## src/design/tea_block_cipher_macros.svh

```systemverilog
// assertion macros for the tea block cipher
// each check is sampled on the rising edge of clk and is held off during reset
`ifndef TEA_BLOCK_CIPHER_MACROS_SVH
`define TEA_BLOCK_CIPHER_MACROS_SVH

`ifndef NO_ASSERTIONS

// same-cycle implication
`define TEA_ASSERT_IMPL(lbl, ante, cons) \
	lbl: assert property (@(posedge clk) disable iff (!arst_n) (ante) |-> (cons)) \
		else $error("tea_block_cipher: same-cycle check failed");

// next-cycle implication
`define TEA_ASSERT_NEXT(lbl, ante, cons) \
	lbl: assert property (@(posedge clk) disable iff (!arst_n) (ante) |=> (cons)) \
		else $error("tea_block_cipher: next-cycle check failed");

`else

`define TEA_ASSERT_IMPL(lbl, ante, cons)
`define TEA_ASSERT_NEXT(lbl, ante, cons)

`endif

`endif

```

## src/design/tea_pkg.sv

```systemverilog
`default_nettype none

package tea_pkg;

	localparam int WORD_W     = 32;
	localparam int ROUNDS     = 32;
	localparam int HALF_STEPS = 2 * ROUNDS;
	localparam int SHL        = 4;
	localparam int SHR        = 5;
	localparam int KEY_IDX_W  = 2;

	localparam logic [WORD_W-1:0] DELTA = 32'h9e37_79b9;

	// key register indexes
	localparam logic [KEY_IDX_W-1:0] KEY_A = 2'd0;
	localparam logic [KEY_IDX_W-1:0] KEY_B = 2'd1;
	localparam logic [KEY_IDX_W-1:0] KEY_C = 2'd2;
	localparam logic [KEY_IDX_W-1:0] KEY_D = 2'd3;

	// item modes
	localparam logic MODE_ENC = 1'b0;
	localparam logic MODE_DEC = 1'b1;

	typedef logic [WORD_W-1:0] word_t;

	// control travelling with each item down the pipeline
	typedef struct packed {
		logic valid;
		logic mode;
	} ctl_t;

	// round function
	function automatic word_t mix(input word_t a, input word_t s, input word_t p,
		input word_t q);
		word_t left;
		word_t mid;
		word_t right;
		left  = (a << SHL) + p;
		mid   = a + s;
		right = (a >> SHR) + q;
		return left ^ mid ^ right;
	endfunction

	// running sum used by half step h when encrypting
	function automatic word_t enc_sum(input int h);
		word_t rnd;
		rnd = WORD_W'((h >> 1) + 1);
		return WORD_W'(rnd * DELTA);
	endfunction

	// running sum used by half step h when decrypting
	function automatic word_t dec_sum(input int h);
		word_t rnd;
		rnd = WORD_W'(ROUNDS - (h >> 1));
		return WORD_W'(rnd * DELTA);
	endfunction

endpackage

`default_nettype wire

```

## src/design/tea_stage.sv

```systemverilog
`default_nettype none

// one half round of the cipher followed by its pipeline register
module tea_stage (
	input  wire logic            clk,
	input  wire logic            arst_n,
	input  wire logic            en,
	input  wire logic            odd,
	input  wire tea_pkg::word_t  sum_enc,
	input  wire tea_pkg::word_t  sum_dec,
	input  wire tea_pkg::word_t  key_a,
	input  wire tea_pkg::word_t  key_b,
	input  wire tea_pkg::word_t  key_c,
	input  wire tea_pkg::word_t  key_d,
	input  wire tea_pkg::ctl_t   ctl_in,
	input  wire tea_pkg::word_t  y_in,
	input  wire tea_pkg::word_t  z_in,
	output tea_pkg::ctl_t        ctl_out,
	output tea_pkg::word_t       y_out,
	output tea_pkg::word_t       z_out
);

	logic           upd_y;
	tea_pkg::word_t src;
	tea_pkg::word_t dst;
	tea_pkg::word_t p;
	tea_pkg::word_t q;
	tea_pkg::word_t sum;
	tea_pkg::word_t f;
	tea_pkg::word_t upd;
	tea_pkg::ctl_t  ctl_q;
	tea_pkg::word_t y_q;
	tea_pkg::word_t z_q;

	// encryption updates y first, decryption updates z first
	assign upd_y = (ctl_in.mode == tea_pkg::MODE_DEC) ? odd : !odd;
	assign src   = upd_y ? z_in : y_in;
	assign dst   = upd_y ? y_in : z_in;
	assign p     = upd_y ? key_a : key_c;
	assign q     = upd_y ? key_b : key_d;
	assign sum   = (ctl_in.mode == tea_pkg::MODE_DEC) ? sum_dec : sum_enc;

	// mix and accumulate
	always_comb begin
		f = tea_pkg::mix(src, sum, p, q);
		if (ctl_in.mode == tea_pkg::MODE_DEC) begin
			upd = dst - f;
		end else begin
			upd = dst + f;
		end
	end

	// control register
	always_ff @(posedge clk or negedge arst_n) begin
		if (!arst_n) begin
			ctl_q <= '0;
		end else if (en) begin
			ctl_q <= ctl_in;
		end
	end

	// data register
	always_ff @(posedge clk) begin
		if (en) begin
			y_q <= upd_y ? upd : y_in;
			z_q <= upd_y ? z_in : upd;
		end
	end

	assign ctl_out = ctl_q;
	assign y_out   = y_q;
	assign z_out   = z_q;

endmodule

`default_nettype wire

```

## config.mk

```make
export PLATFORM = sky130hd
export DESIGN_NAME = tea_stage
export DESIGN_NICKNAME = d
export VERILOG_FILES = /design/src/design/tea_block_cipher_macros.svh /design/src/design/tea_pkg.sv /design/src/design/tea_stage.sv
export SDC_FILE = /design/constraint.sdc
export NUM_CORES = 1
export LEC_CHECK = 0
export BUFFER_PORTS_ARGS = -buffer_cell sky130_fd_sc_hd__buf_2
export CAP_MARGIN = 20
export CORE_MARGIN = 2
export CORE_UTILIZATION = 59
export CTS_CLUSTER_SIZE = 28
export DETAILED_ROUTE_END_ITERATION = 8
export PLACE_DENSITY = 0.87
export SETUP_SLACK_MARGIN = 0.2
export SLEW_MARGIN = 10
export SYNTH_ARGS = -nofsm -noshare
export SYNTH_HDL_FRONTEND = slang
export SYNTH_SLANG_ARGS = --single-unit
```

## constraint.sdc

```tcl
create_clock -name clk -period 1.55 [get_ports clk]
set_input_delay 0.3875 -clock clk [delete_from_list [all_inputs] [get_ports clk]]
set_output_delay 0.3875 -clock clk [all_outputs]
set_load 0.005 [all_outputs]
```

==> results.sh, run 1 <==
export IMPL_outcome="did not finish"
export IMPL_lastStage="global routing (5_1_grt)"
export IMPL_error="[ERROR GRT-0116] Global routing finished with congestion. Check the congestion regions in the DRC Viewer."
export IMPL_clk_path_buf_depth=2
export IMPL_dpl_cell_count=2555
export IMPL_grt_overflow_total=869
export IMPL_grt_first_pass_wirelength_um=159000
export IMPL_grt_total_usage_pct=94.2
export IMPL_dieWidth_um=146
export IMPL_numCtsBuffers=9
export IMPL_synth_top_flop_cell="edfxtp_1"
export IMPL_seq_area_frac_synth_pct=16.6
export IMPL_port_buffers=327
export IMPL_placementRows=51
export IMPL_syn_nets=1956
export IMPL_synth_mux_area_share_pct=5.74
export IMPL_ys_ff_latch=66
export IMPL_async_flop_share_pct=3.03
export IMPL_dp_hpwl_um=44100
export IMPL_fp_dieH_um=146
export IMPL_cts_sinks=66
export IMPL_grt_max_degree=65
export IMPL_start_util_pct=60.6
export IMPL_htree_levels=3
export IMPL_synth_distinct_cells=90
export IMPL_synthAdderAreaFrac_pct=13.0
export IMPL_cts_root_buffer="clkbuf_16"
export IMPL_synth_top_family_by_area="simple AND/OR/NAND/NOR gates"
export IMPL_grt_pass1_vias=24300
export IMPL_place_congestion=1.06
export IMPL_synth_compound_area_share_pct=20.9
export IMPL_syn_instance_count=1574
export IMPL_ys_warnings_count=0
export IMPL_synth_area_um2=11900
export IMPL_io_pins=328
export IMPL_avgSynthCellArea_um2=7.56
export IMPL_yosys_area_share_simple_pct=23.7
export IMPL_synth_edf_count=64
export IMPL_synth_xor_area_share_pct=16.8
[cell families after synthesis]
group | count (synthesis)
mux | 58
compound gates | 385
fa+ha+maj | 123
simple gates | 636
flops | 66
xor+xnor | 212
buf+inv | 94
[per-layer routing]
metal  track usage (%)  overflow
met4               104       260
met3              80.7        10
met1              88.3        16
met2               112       582
met5              47.7         1
[synthesized netlist by cell type, drive strengths merged, types with 4 or more instances]
| library cell | n | area (um2) |
|---|---|---|
| nand2 | 395 | 1480 |
| xnor2 | 153 | 1360 |
| ha | 118 | 1480 |
| a21oi | 104 | 521 |
| o21ai | 104 | 524 |
| nor2 | 90 | 338 |
| edfxtp | 64 | 1920 |
| a21o | 55 | 413 |
| xor2 | 50 | 445 |
| clkbuf | 43 | 161 |
| inv | 36 | 135 |
| mux2 | 36 | 405 |
| nor3 | 27 | 140 |
| nand3 | 24 | 120 |
| a31oi | 21 | 146 |
| mux2i | 18 | 184 |
| and3 | 15 | 93.8 |
| buf | 15 | 91.3 |
| nand2b | 13 | 81.3 |
| o31ai | 13 | 108 |
| nand4 | 12 | 75.1 |
| nor2b | 12 | 75.1 |
| a211oi | 10 | 85.1 |
| or2 | 10 | 62.6 |
| o21a | 9 | 67.6 |
| o21bai | 9 | 67.6 |
| and2 | 8 | 50.1 |
| a211o | 7 | 61.3 |
| xnor3 | 7 | 158 |
| a31o | 6 | 52.6 |
| a311o | 5 | 50.1 |
| nor4 | 5 | 65.1 |
| o31a | 5 | 43.8 |
| or3 | 5 | 31.3 |
| a41oi | 4 | 35.0 |
| mux4 | 4 | 93.8 |
| o22ai | 4 | 25.0 |
[timing repair]
action | 4_1_cts
endpoints found under the hold margin | 2
hold buffers | 1
buffers inserted | 54
endpoints found under the setup margin | 64
pin swaps | 84
cloned | 3
gates resized for setup | 236
[through the flow]
stage | worst slack, ns | instance area (um2)
4_1_cts | -4.60 | 19100
3_5_place_dp | -5.20 | 17300
3_3_place_gp | -4.64 | 17300
2_1_floorplan | -5.10 | 12200
==> inputs of run 2 (changes only) <==
--- a/config.mk
+++ b/config.mk
@@ -8,11 +8,9 @@
 export BUFFER_PORTS_ARGS = -buffer_cell sky130_fd_sc_hd__buf_2
 export CAP_MARGIN = 20
 export CORE_MARGIN = 2
-export CORE_UTILIZATION = 59
-export CTS_CLUSTER_SIZE = 28
+export CORE_UTILIZATION = 40
 export DETAILED_ROUTE_END_ITERATION = 8
-export PLACE_DENSITY = 0.87
-export SETUP_SLACK_MARGIN = 0.2
+export PLACE_DENSITY_LB_ADDON = 0.15
 export SLEW_MARGIN = 10
 export SYNTH_ARGS = -nofsm -noshare
 export SYNTH_HDL_FRONTEND = slang
==> run 2 against run 1 <==
Net effect:
- the flow now finishes, with violations (negative setup slack)
- area after synthesis is the same
- synthesized cell count is the same
==> results.sh, run 2 <==
export IMPL_min_period_ns=6.09
export IMPL_hp_class="in -> reg"
export IMPL_max_slew_margin_rel_pct=66.0
export IMPL_rsz0062_at_grt="yes"
export IMPL_vias=14800
export IMPL_cts_root_buffer="clkbuf_16"
export IMPL_crit_type="in -> reg"
export IMPL_ys_ff_latch=66
export IMPL_nFillCells=2470
export IMPL_grt_total_usage_pct=30.1
export IMPL_crit_path_max_fanout=7
export IMPL_slowest_stage="a2111oi_4"
export IMPL_insertion_delay_ns=0.33
export IMPL_cts_sinks=66
export IMPL_avgSynthCellArea_um2=7.56
export IMPL_register_area_um2=1970
export IMPL_finalClockSkew_ns=0
export IMPL_vias_per_cell=5.29
export IMPL_setup_violations=64
export IMPL_dieWidth_um=177
export IMPL_worst_ep_arrival_time_ns=6.18
export IMPL_seq_area_frac_synth_pct=16.6
export IMPL_drt_total_wl_um=49100
export IMPL_final_common_cell="buf_4"
export IMPL_irDropWorstVdd_uv=1190
export IMPL_syn_nets=1956
export IMPL_grt_overflow_total=0
export IMPL_detail_route_wl_per_cell_um=17.5
export IMPL_min_period_over_period_pct=393
export IMPL_cpPeakStageDelay_ns=0.40
export IMPL_detail_route_antenna_nets=0
export IMPL_maxCapViolCount=0
export IMPL_final_cell_mix="buf_4 (501), nand2_1 (346), buf_2 (325), xnor2_1 (120), ha_1 (95)"
export IMPL_grt_first_pass_wirelength_um=73500
export IMPL_numCtsBuffers=9
export IMPL_fin_ws_ns=-4.54
export IMPL_synth_distinct_cells=90
export IMPL_outcome="complete, but fails checks"
export IMPL_drc=0
export IMPL_powerDensity_nw_per_um2=2230
export IMPL_cts_clk_slew_worst_paths_ns=0.06
export IMPL_critPathCaptureType="register"
export IMPL_synth_top_cell_by_area="edfxtp_1"
export IMPL_grt_antenna_before_repair=1
export IMPL_synth_top_flop_cell="edfxtp_1"
export IMPL_clk_path_buf_depth=2
export IMPL_grt_pass1_vias=14100
export IMPL_finalMaxSlewViolations=0
export IMPL_first_pass_iters=5
export IMPL_crit_start="ctl_in[0]"
export IMPL_cpLargestDelayFamily="compound AO/OA/AOI/OAI gates"
export IMPL_dpl_cell_count=2707
export IMPL_cts_tree="yes"
export IMPL_grt_max_degree=55
export IMPL_fin_tns_setup_ns=-228.90
export IMPL_start_util_pct=40.4
export IMPL_ys_top_cells_by_area="edfxtp_1 (16%), nand2_1 (12%), ha_1 (12%)"
export IMPL_dr_first_iter_drc_count=998
export IMPL_core_um2=29500
export IMPL_cp_required_ns=1.64
export IMPL_io_pins=328
export IMPL_critPathBufInv=3
export IMPL_dp_hpwl_um=39900
export IMPL_instances_no_fill=2799
export IMPL_port_buffers=327
export IMPL_htree_levels=3
export IMPL_synth_top_area_share_pct=16.1
export IMPL_fp_dieH_um=177
export IMPL_finalHoldViolations=0
export IMPL_placementRows=63
export IMPL_yosysMostFrequentCell="nand2_1"
export IMPL_p_leak_nw=10.0
export IMPL_dieArea_um2=31200
export IMPL_synth_edf_count=64
export IMPL_multiInputGateArea_um2=11100
export IMPL_place_congestion=0.999
export IMPL_synth_area_um2=11900
export IMPL_timing_rr_start="ctl_out[0]"
export IMPL_violations="negative setup slack"
export IMPL_syn_instance_count=1574
export IMPL_worst_slew_pin_transition_ns=0.510
export IMPL_ys_warnings_count=0
export IMPL_start_kind="primary input"
export IMPL_hold_path_startpoint="ctl_in[1]"
export IMPL_async_flop_share_pct=3.03
export IMPL_fmax_mhz=164
export IMPL_drive_above_1_share_pct=49.5
export IMPL_area_growth_pct=69.5
export IMPL_num_nets_final=2785
export IMPL_yosys_top_cells_count="nand2_1 (395), xnor2_1 (151), ha_1 (118), a21oi_1 (104), o21ai_0 (102)"
[run 2: logic make-up (layout without fill, tap and decap cells)]
kind of cell | count (synthesis) | after routing | synth area share [%]
AOI/OAI and AO/OA | 385 | 385 | 20.9
and+or+nand+nor | 636 | 636 | 23.7
buffers and inverters | 94 | 928 | 3.26
muxes | 58 | 58 | 5.74
other | 0 | 1 | 0
xor gates and xnor gates | 212 | 212 | 16.8
DFF | 66 | 66 | 16.6
adders and majority gates | 123 | 123 | 13.0
[run 2: metal layers]
layer / vias to the layer above / GRT usage [%] / routed length, um
met1: 6941 / 43.9 / 22800
met2: 552 / 47.7 / 22200
met5: - / 0 / 0
met4: 0 / 7.30 / 913
met3: 58 / 2.93 / 3120
li1: 7259 / - / -
[run 2: cell type report]
| type | instances | share of cell area (%) |
|---|---|---|
| Timing Repair Buffer | 876 | 30.3 |
| Clock buffer | 10 | 1.13 |
| Clock inverter | 6 | 0.570 |
| Sequential cell | 66 | 9.77 |
| Antenna cell | 1 | 0.0124 |
| Inverter | 36 | 0.694 |
| Tap cell | 390 | 2.42 |
| Multi-Input combinational cell | 1414 | 55.1 |
[run 2: worst paths after layout]
| path | to | slack (ns) | cells past startpoint |
|---|---|---|---|
| setup reg to reg | ctl_out[0] | 0.64 | 1 |
| hold reg to reg | ctl_out[1] | 0.53 | 1 |
| max in group asynchronous | ctl_out[1] | 1.10 | 2 |
| hold / removal | ctl_out[1] | 0.29 | 2 |
| setup / recovery | y_out[31] | -4.54 | 31 |
| min in group asynchronous | ctl_out[0] | 0.36 | 2 |
[run 2: stage by stage]
stage               hold WS (ns)  setup WS, ns  instance area [um2]  total power [mW]  util [%]
global placement           0.174         -4.93                17700              34.0      59.9
finish                     0.294         -4.54                20200              45.0      68.4
global route               0.296         -4.83                20200              48.0      68.4
floorplan                 0.0919         -5.10                12200              21.5         -
detailed placement         0.175         -5.08                17700              34.5      59.9
CTS                        0.293         -4.42                19400              41.5      66.0
[run 2: repair_timing]
item | 4_1_cts | 5_1_grt
endpoints found under the hold margin | 2 | 0
hold buffers | 1 | 0
cloned | 1 | 2
pin swaps | 133 | 83
setup buffers | 50 | 28
resized for setup | 244 | 100
setup endpoints to repair | 64 | 64
[run 2: report_power, final]
part | total [mW] | internal [mW] | leakage [nW] | switching (mW)
Sequential | 3.66 | 3.44 | 0.648 | 0.212
Combinational | 39.0 | 20.1 | 9.21 | 18.9
Clock | 2.34 | 1.58 | 0.163 | 0.762
Note: power is estimated with default switching activity, not from simulation.
